`config.mk`:
```
export PLATFORM = sky130hd
export DESIGN_NAME = lru_page_stack_update
export DESIGN_NICKNAME = d
export VERILOG_FILES = /design/src/design/lpsu_pkg.sv /design/src/design/lru_page_stack_update.sv /design/src/design/lpsu_ctrl.sv /design/src/design/lpsu_datapath.sv
export VERILOG_INCLUDE_DIRS = /design/src /design/src/design
export SDC_FILE = /design/constraint.sdc
export NUM_CORES = 1
export LEC_CHECK = 0
export ABC_AREA = 1
export BUFFER_PORTS_ARGS = -buffer_cell sky130_fd_sc_hd__buf_2
export CAP_MARGIN = 20
export CORE_MARGIN = 4
export CORE_UTILIZATION = 30
export DETAILED_ROUTE_END_ITERATION = 8
export SLEW_MARGIN = 20
export SYNTH_ARGS = -nofsm -noshare
export SYNTH_HDL_FRONTEND = slang
export SYNTH_SLANG_ARGS = --single-unit
```
`constraint.sdc`:
```
create_clock -name clock -period 8.8 [get_ports clock]
set_input_delay 0.88 -clock clock [delete_from_list [all_inputs] [get_ports clock]]
set_output_delay 0.88 -clock clock [all_outputs]
set_load 0.02 [all_outputs]
```
`src/design/lru_page_stack_update_defines.svh`:
```
// Assertion helpers for the LRU page stack.
`ifndef LRU_PAGE_STACK_UPDATE_DEFINES_SVH
`define LRU_PAGE_STACK_UPDATE_DEFINES_SVH

// Same-cycle implication, checked outside reset.
`define LPSU_ASSERT_NOW(label, clk, rst, ante, cons) \
   label: assert property (@(posedge clk) disable iff (rst) (ante) |-> (cons)) \
      else $error("lpsu check failed");

// Next-cycle implication, checked outside reset.
`define LPSU_ASSERT_NEXT(label, clk, rst, ante, cons) \
   label: assert property (@(posedge clk) disable iff (rst) (ante) |=> (cons)) \
      else $error("lpsu sequencing check failed");

`endif

```
`src/design/lpsu_pkg.sv`:
```
`default_nettype none
package lpsu_pkg;

   localparam int PAGE_FIELD_W = 16;
   localparam int SLOT_FIELD_W = 3;

   typedef struct packed {
      logic [PAGE_FIELD_W-1:0] page;
      logic                    hit;
   } lpsu_req_type;

   typedef struct packed {
      logic [PAGE_FIELD_W-1:0] evicted_page;
      logic                    evicted_valid;
      logic [SLOT_FIELD_W-1:0] found_slot;
      logic                    treated_as_hit;
   } lpsu_rsp_type;

   // controller -> datapath
   typedef struct packed {
      logic capture;
      logic update;
   } lpsu_cmd_type;

   // datapath -> controller
   typedef struct packed {
      logic out_full;
   } lpsu_status_type;

   typedef enum logic {
      ST_IDLE,
      ST_UPDATE
   } lpsu_state_type;

endpackage
`default_nettype wire

```
`src/design/lru_page_stack_update.sv`:
```
// LRU page stack: keeps FRAMES resident page numbers, most recent in slot 0.
// Each request (page, hit) gives one response. A hit on a resident page moves
// it to the top and reports its slot; anything else pushes the page on top and
// drops the bottom slot, reporting it when it held a valid page. A request
// is handled in two steps: it is registered, then the parallel compare over all
// FRAMES slots and the shift of the stack are done. The next request is taken
// as soon as the update is done, even while the result still waits in the output
// register; the update only stalls while that register is full and not being
// taken. Reset clears the valid bits directly, with no clearing sequence.
`default_nettype none
`include "lru_page_stack_update_defines.svh"
module lru_page_stack_update #(
   parameter int FRAMES    = 8,
   parameter int PAGE_BITS = 16
) (
   input  wire logic                   clock,
   input  wire logic                   reset,
   input  wire logic                   req_valid,
   output logic                        req_ready,
   input  wire lpsu_pkg::lpsu_req_type req_data,
   output logic                        rsp_valid,
   input  wire logic                   rsp_ready,
   output lpsu_pkg::lpsu_rsp_type      rsp_data
);
   import lpsu_pkg::*;

   lpsu_cmd_type    cmd;
   lpsu_status_type status;

   lpsu_ctrl u_ctrl (
      .clock     (clock),
      .reset     (reset),
      .req_valid (req_valid),
      .req_ready (req_ready),
      .status    (status),
      .cmd       (cmd)
   );

   lpsu_datapath #(
      .FRAMES    (FRAMES),
      .PAGE_BITS (PAGE_BITS)
   ) u_datapath (
      .clock     (clock),
      .reset     (reset),
      .req_data  (req_data),
      .cmd       (cmd),
      .status    (status),
      .rsp_valid (rsp_valid),
      .rsp_ready (rsp_ready),
      .rsp_data  (rsp_data)
   );

   // a transfer in puts the controller into the update step
   `LPSU_ASSERT_NEXT(a_busy_after_req, clock, reset, req_valid && req_ready, !req_ready)
   // a moved hit never evicts
   `LPSU_ASSERT_NOW(a_hit_no_evict, clock, reset, rsp_valid && rsp_data.treated_as_hit, !rsp_data.evicted_valid)
   // slot and evicted page are zero unless they mean something
   `LPSU_ASSERT_NOW(a_miss_fields, clock, reset, rsp_valid && !rsp_data.treated_as_hit, rsp_data.found_slot == '0)
   `LPSU_ASSERT_NOW(a_evict_page, clock, reset, rsp_valid && !rsp_data.evicted_valid, rsp_data.evicted_page == '0)

endmodule
`default_nettype wire

```
`src/design/lpsu_ctrl.sv`:
```
`default_nettype none
module lpsu_ctrl (
   input  wire logic                     clock,
   input  wire logic                     reset,
   input  wire logic                     req_valid,
   output logic                          req_ready,
   input  wire lpsu_pkg::lpsu_status_type status,
   output lpsu_pkg::lpsu_cmd_type        cmd
);
   import lpsu_pkg::*;

   lpsu_state_type state_ff;
   lpsu_state_type state_in;

   always_ff @(posedge clock) begin
      if (reset) begin
         state_ff <= ST_IDLE;
      end else begin
         state_ff <= state_in;
      end
   end

   always_comb begin
      state_in    = state_ff;
      req_ready   = 1'b0;
      cmd.capture = 1'b0;
      cmd.update  = 1'b0;
      case (state_ff)
         ST_IDLE: begin
            req_ready = 1'b1;
            if (req_valid) begin
               cmd.capture = 1'b1;
               state_in    = ST_UPDATE;
            end
         end
         ST_UPDATE: begin
            // wait until the result register can take a new result
            if (!status.out_full) begin
               cmd.update = 1'b1;
               state_in   = ST_IDLE;
            end
         end
         default: begin
            state_in = ST_IDLE;
         end
      endcase
   end

endmodule
`default_nettype wire

```
`src/design/lpsu_datapath.sv`:
```
`default_nettype none
module lpsu_datapath #(
   parameter int FRAMES    = 8,
   parameter int PAGE_BITS = 16
) (
   input  wire logic                     clock,
   input  wire logic                     reset,
   input  wire lpsu_pkg::lpsu_req_type   req_data,
   input  wire lpsu_pkg::lpsu_cmd_type   cmd,
   output lpsu_pkg::lpsu_status_type     status,
   output logic                          rsp_valid,
   input  wire logic                     rsp_ready,
   output lpsu_pkg::lpsu_rsp_type        rsp_data
);
   import lpsu_pkg::*;

   logic [PAGE_BITS-1:0] hold_page_ff;
   logic                 hold_hit_ff;

   logic [PAGE_BITS-1:0] stack_pages_ff [FRAMES];
   logic [FRAMES-1:0]    stack_valid_ff;

   logic                 rsp_valid_ff;
   lpsu_rsp_type         rsp_data_ff;

   logic [FRAMES-1:0]    shift_mask;
   logic                 found;
   logic [SLOT_FIELD_W-1:0] slot_low;
   logic                 evict;
   lpsu_rsp_type         rsp_in;

   // Priority search from the top; shift_mask marks slots at or above the match
   // (all slots when nothing matches).
   always_comb begin
      found    = 1'b0;
      slot_low = '0;
      for (int i = 0; i < FRAMES; i++) begin
         shift_mask[i] = !found;
         if (!found && hold_hit_ff && stack_valid_ff[i] &&
             (stack_pages_ff[i] == hold_page_ff)) begin
            found    = 1'b1;
            slot_low = SLOT_FIELD_W'(i);
         end
      end
   end

   always_comb begin
      evict                 = !found && stack_valid_ff[FRAMES-1];
      rsp_in.evicted_valid  = evict;
      rsp_in.evicted_page   = evict ? PAGE_FIELD_W'(stack_pages_ff[FRAMES-1]) : '0;
      rsp_in.found_slot     = found ? slot_low : '0;
      rsp_in.treated_as_hit = found;
   end

   always_ff @(posedge clock) begin
      if (cmd.capture) begin
         hold_page_ff <= PAGE_BITS'(req_data.page);
         hold_hit_ff  <= req_data.hit;
      end
   end

   always_ff @(posedge clock) begin
      if (cmd.update) begin
         for (int i = 1; i < FRAMES; i++) begin
            if (shift_mask[i]) begin
               stack_pages_ff[i] <= stack_pages_ff[i-1];
            end
         end
         stack_pages_ff[0] <= hold_page_ff;
      end
   end

   always_ff @(posedge clock) begin
      if (reset) begin
         stack_valid_ff <= '0;
      end else if (cmd.update) begin
         for (int i = 1; i < FRAMES; i++) begin
            if (shift_mask[i]) begin
               stack_valid_ff[i] <= stack_valid_ff[i-1];
            end
         end
         stack_valid_ff[0] <= 1'b1;
      end
   end

   always_ff @(posedge clock) begin
      if (reset) begin
         rsp_valid_ff <= 1'b0;
      end else if (cmd.update) begin
         rsp_valid_ff <= 1'b1;
      end else if (rsp_ready) begin
         rsp_valid_ff <= 1'b0;
      end
   end

   always_ff @(posedge clock) begin
      if (cmd.update) begin
         rsp_data_ff <= rsp_in;
      end
   end

   assign status.out_full = rsp_valid_ff && !rsp_ready;
   assign rsp_valid       = rsp_valid_ff;
   assign rsp_data        = rsp_data_ff;

endmodule
`default_nettype wire

```
# After elaboration in Yosys (flattened, before gate mapping)
# Memory sizes are Yosys's and may differ from the RTL's.
# Index checks and enable logic that the tools add are counted.
classes:
  eq_ne: 8
  mux: 47
  bitwise_logic: 8
  reduce_logical: 42
ops:
  columns: ["cell", "count"]
  rows:
  - ["16-bit equality test", 8]
  - ["1-bit 2-to-1 mux", 40]
  - ["1-bit logical AND", 25]
  - ["2-bit AND reduction", 7]
  - ["3-bit 2-to-1 mux", 4]
  - ["1-bit zero test", 9]
  - ["1-bit NOT", 8]
  - ["2-bit 2-to-1 mux", 2]
  - ["1-bit one-hot mux with 2 select lines", 1]
  - ["2-bit nonzero test", 1]
totals:
  reg_bits: 48
  ramBits: 128
  in_bits: 21
  out_inout_bits: 23
  mem_count: 1
memory_table:
  columns: ["memory", "depth", "word_bits", "read_ports", "rd_ports_with_merged_regs", "write_ports", "line_no", "source"]
  rows:
  - ["u_datapath.stack_pages_ff", 8, 16, 8, 0, 8, "lpsu_datapath.sv:20", "logic [PAGE_BITS-1:0] stack_pages_ff [FRAMES];"]

# Longest topological paths before layout
# An unclocked memory read counts as a cell.
logic_depth:
  depth_word: 41
  ltp_mapped: 15
  depth_no_buf: 14

# By module
# From an unflattened synthesis, not the netlist that was laid out.
hier_totals:
  hier_cells: 706
  area_unflattened_um2: 7749.9
by_module_without_submodules:
  columns: ["mod", "instances", "cells_each", "area_per_inst_um2", "seq_area_each_um2"]
  rows:
  - ["lpsu_datapath", 1, 695, 7689.9, 5165.0]
  - ["lpsu_ctrl", 1, 11, 60.1, 20.0]

# Worst setup path before layout
# Ideal clock, no wire load.
synth_path:
  path_type: "input to register"
  start: "input rsp_ready"
  end: "memory u_datapath.stack_pages_ff[3][0], in the netlist u_datapath.stack_pages_ff[0][48] (enable)"
  setup_time_ns: 0.403
  arrival_ns: 3.624
  setup_slack_ns: 4.774
  stages: 8
  cell_sequence: "inv_1 nand2_1 nand2_1 inv_1 nand2_1 inv_1 nand2_1 a31oi_1"
synth_rtl:
  columns: ["element", "line_no", "source"]
  rows:
  - ["start: declaration", "lru_page_stack_update.sv:22", "input wire logic rsp_ready,"]
  - ["end: declaration", "lpsu_datapath.sv:20", null]

==> run_results.csv <==
group,metric,value,unit
logic_synthesis,yosys.area.top_type,"edfxtp_1",
global_route,antenna_found_initial,0,
clocking,cts.sinks,176,
logic_synthesis,synth_common_cells,"205 x nand2_1, 166 x edfxtp_1, 89 x inv_1, 77 x nor2_1, 23 x o21ai_0",
clocking,insertion_delay,0.42,ns
min_path,worstHoldPathCells,0,
drt,routed_wl,17.8,mm
floorplanning,start_util,0.307,
setup_path,rr_worst_depth,10,
logic_synthesis,synth_most_common_cell,"nand2_1",
sta,slew_viol_final,0,
pwr,power.density,208,nW/um^2
floorplanning,ioPinCount,44,
logic_synthesis,syn_area_per_cell,10.8,sq um
drt,drt_drc_violations_left,0,
setup_path,startpoint_type,"flip-flop",
setup_path,regToRegSetupSlack,5.35,ns
flow_run,cap_violations,0,
logic_synthesis,synth_cell_types,39,
sta,finalSetupViolCount,0,
setup_path,arrival,3.50,ns
clocking,cts_max_level,4,
pwr,ir_drop,0.102,mV
min_path,hold_class,"flip-flop to flip-flop",
floorplanning,core,25300,sq um
floorplanning,die_w,169,um
drt,drt-wirelength-per-cell,16.0,um
logic_synthesis,yosys_most_used_dff,"edfxtp_1",
place,dpl.hpwl,13.6,mm
min_path,hold-path-endpoint,"u_datapath.stack_pages_ff[1][56]$_DFFE_PP_",
sta,worst_slew_margin_rel,0.281,
logic_synthesis,synthesis.area,7770,sq um
sta,skew,0.0101,ns
sta,rsz0062_at_grt,"no",
sta,post-route-period-util,0.393,
floorplanning,die_h,169,um
drt,drtIter0Drc,452,
cells_and_area,num_antenna_cells,0,
drt,vias_per_cell,4.52,
min_path,hp-start,"u_datapath.stack_pages_ff[1][40]$_DFFE_PP_",
sta,finalCriticalPeriod,3.45,ns
clocking,cts-buffers-inserted,17,
logic_synthesis,syn_inst,721,
setup_path,worst-path-max-fanout,18,
clocking,clk_path_buf_depth,2,
outcome,status,"complete, no violations",
global_route,grt-ovfl-total,0,
floorplanning,row_count,58,
sta,fmax,0.289,GHz
cells_and_area,fin_cells,1115,
cells_and_area,area_growth,13.8,%
pwr,p_leak,3.58,nW
logic_synthesis,ys_warn_count,0,
sta,hold_viol_final,0,
global_route,grt_start_max_net_pins,43,
clocking,cts_root_buf,"clkbuf_16",
setup_path,worst-setup-path-type,"flip-flop to flip-flop",
global_route,grt_usage,0.128,
logic_synthesis,ys_ff_latch,176,
logic_synthesis,syn-num-nets,742,
drt,num_vias,5044,
setup_path,timing.rr.end,"u_datapath.stack_pages_ff[0][54]$_DFFE_PP_",
drt,drt_pass1_iterations,5,
clocking,hold_buffers,0,
logic_synthesis,synth_edf_count,166,
setup_path,r2r-start,"u_datapath.hold_page_ff[5]$_DFFE_PP_",
setup_path,worstPathRequired,8.84,ns
sta,worst_pin_slew,1.08,ns
cells_and_area,fin_nets,793,
clocking,cts_resized,0,
place,dpl.cell_count,1083,
place,gp_congestion,0.909,
logic_synthesis,synth_top_area_frac,0.641,
floorplanning,dieArea,28500,sq um
drt,ant_nets,0,
setup_path,end_kind,"flip-flop",
cells_and_area,n_fill_cell,2527,
logic_synthesis,synth_area_leaders,"edfxtp_1 64%, nand2_1 9.9%, inv_1 4.3%, nor2_1 3.7%, dfxtp_1 2.6%",
clocking,clk_pin_slew,0.06,ns
logic_synthesis,async_reset_ff_frac,0,
place,port_buffers,43,
cells_and_area,drive_gt1_frac,0.139,
sta,tns,0,ns
clocking,cts_tree,"yes",
logic_synthesis,yosysSeqAreaShare,0.667,
clocking,post_cts_buffers,0,
global_route,grt_pass1_wl,27.7,mm
global_route,grt_pass1_vias,4993,
[worst max-delay path, cell delays in order, from the launching register on]
cell and delay, ns:
edfxtp_1 0.58, inv_1 0.25, o21ai_0 0.21, nor2_1 0.06
nand2_1 0.08, nor2_1 0.07, nand3_4 0.09, nand2_1 0.10
inv_1 0.50, nand2_1 0.24, a31oi_2 0.89
[metal layers]
layer | up-vias | GRT usage | wire (um)
met5 | - | 0 | 0
li1 | 2480 | - | -
met3 | 40 | 0.0353 | 1140
met4 | 0 | 0.0547 | 620
met1 | 2357 | 0.169 | 8070
met2 | 167 | 0.199 | 8010
[flip-flops by register name, summed over array words and instances, names as in the netlist]
signal	count
u_ctrl.state_ff	1
u_datapath.hold_hit_ff	1
u_datapath.hold_page_ff	16
u_datapath.rsp_data	21
u_datapath.rsp_valid	1
u_datapath.stack_pages_ff	128
u_datapath.stack_valid_ff	8
[through the flow]
stage                     setup WS, ns  instance area [sq um]  power [mW]  utilization  hold WS (ns)
final                             5.35                   8850        1.84        0.349         0.446
after global routing              5.04                   8850        1.92        0.349         0.453
after global placement            5.50                   8340        1.20        0.329         0.432
after detailed placement          5.34                   8340        1.20        0.329         0.434
after CTS                         5.32                   8850        1.86        0.349         0.449
after floorplan                   4.77                   7770        1.14            -         0.421
[final cells by class]
type / count / area (sq um) / area share
clock buffers: 18 / 429 / 0.0485
clock inverters: 14 / 75.1 / 0.00849
inverters: 99 / 372 / 0.0420
multi-input cells: 431 / 2130 / 0.241
flip-flops and latches: 176 / 5180 / 0.586
well taps: 330 / 413 / 0.0467
repair buffers: 47 / 245 / 0.0277
[worst max path at each step]
stage                                                       to                             startpoint  cells past startpoint  slack [ns]
CTS                 u_datapath.stack_pages_ff[0][54]$_DFFE_PP_   u_datapath.hold_page_ff[5]$_DFFE_PP_                     10        5.32
global placement    u_datapath.stack_pages_ff[0][50]$_DFFE_PP_                              rsp_ready                      9        5.50
global route         u_datapath.stack_valid_ff[3]$_SDFFE_PP0P_  u_datapath.hold_page_ff[14]$_DFFE_PP_                     14        5.04
finish              u_datapath.stack_pages_ff[0][54]$_DFFE_PP_   u_datapath.hold_page_ff[5]$_DFFE_PP_                     10        5.35
detailed placement  u_datapath.stack_pages_ff[0][62]$_DFFE_PP_   u_datapath.hold_page_ff[5]$_DFFE_PP_                     10        5.34
floorplan           u_datapath.stack_pages_ff[0][48]$_DFFE_PP_                              rsp_ready                      8        4.77
[where the power goes]
part	total, mW	internal, mW	switching, mW	leakage (nW)
clock network	0.662	0.353	0.309	0.238
registers	1.03	0.982	0.0453	1.64
logic	0.153	0.0480	0.105	1.70
total	1.84	1.38	0.459	3.58
[placed cells by master (no fill, tap or decap), types with 3 or more instances in the layout]
cell type	instances
xnor2_1	4
nor3_1	8
inv_1	88
clkbuf_16	17
nand4_1	9
a21oi_1	8
o21ai_0	23
nor2_4	10
nand2_1	205
o21ai_1	5
buf_2	43
nand3_1	11
or2_1	3
nor2_1	77
xor2_1	22
nand3_4	3
inv_2	10
dfxtp_1	10
buf_4	4
o211ai_1	4
clkinv_1	10
or2_2	10
o22ai_1	10
edfxtp_1	166
[logic make-up (layout without fill, tap and decap cells)]
family | after synthesis | after routing | share of synthesized area
AND/OR/NAND/NOR | 346 | 346 | 0.199
flip-flops | 176 | 176 | 0.667
buffers and inverters | 114 | 178 | 0.0605
AO/OA/AOI/OAI | 59 | 59 | 0.0443
XOR/XNOR | 26 | 26 | 0.0293
No activity file was read; power rests on OpenSTA's default activity.
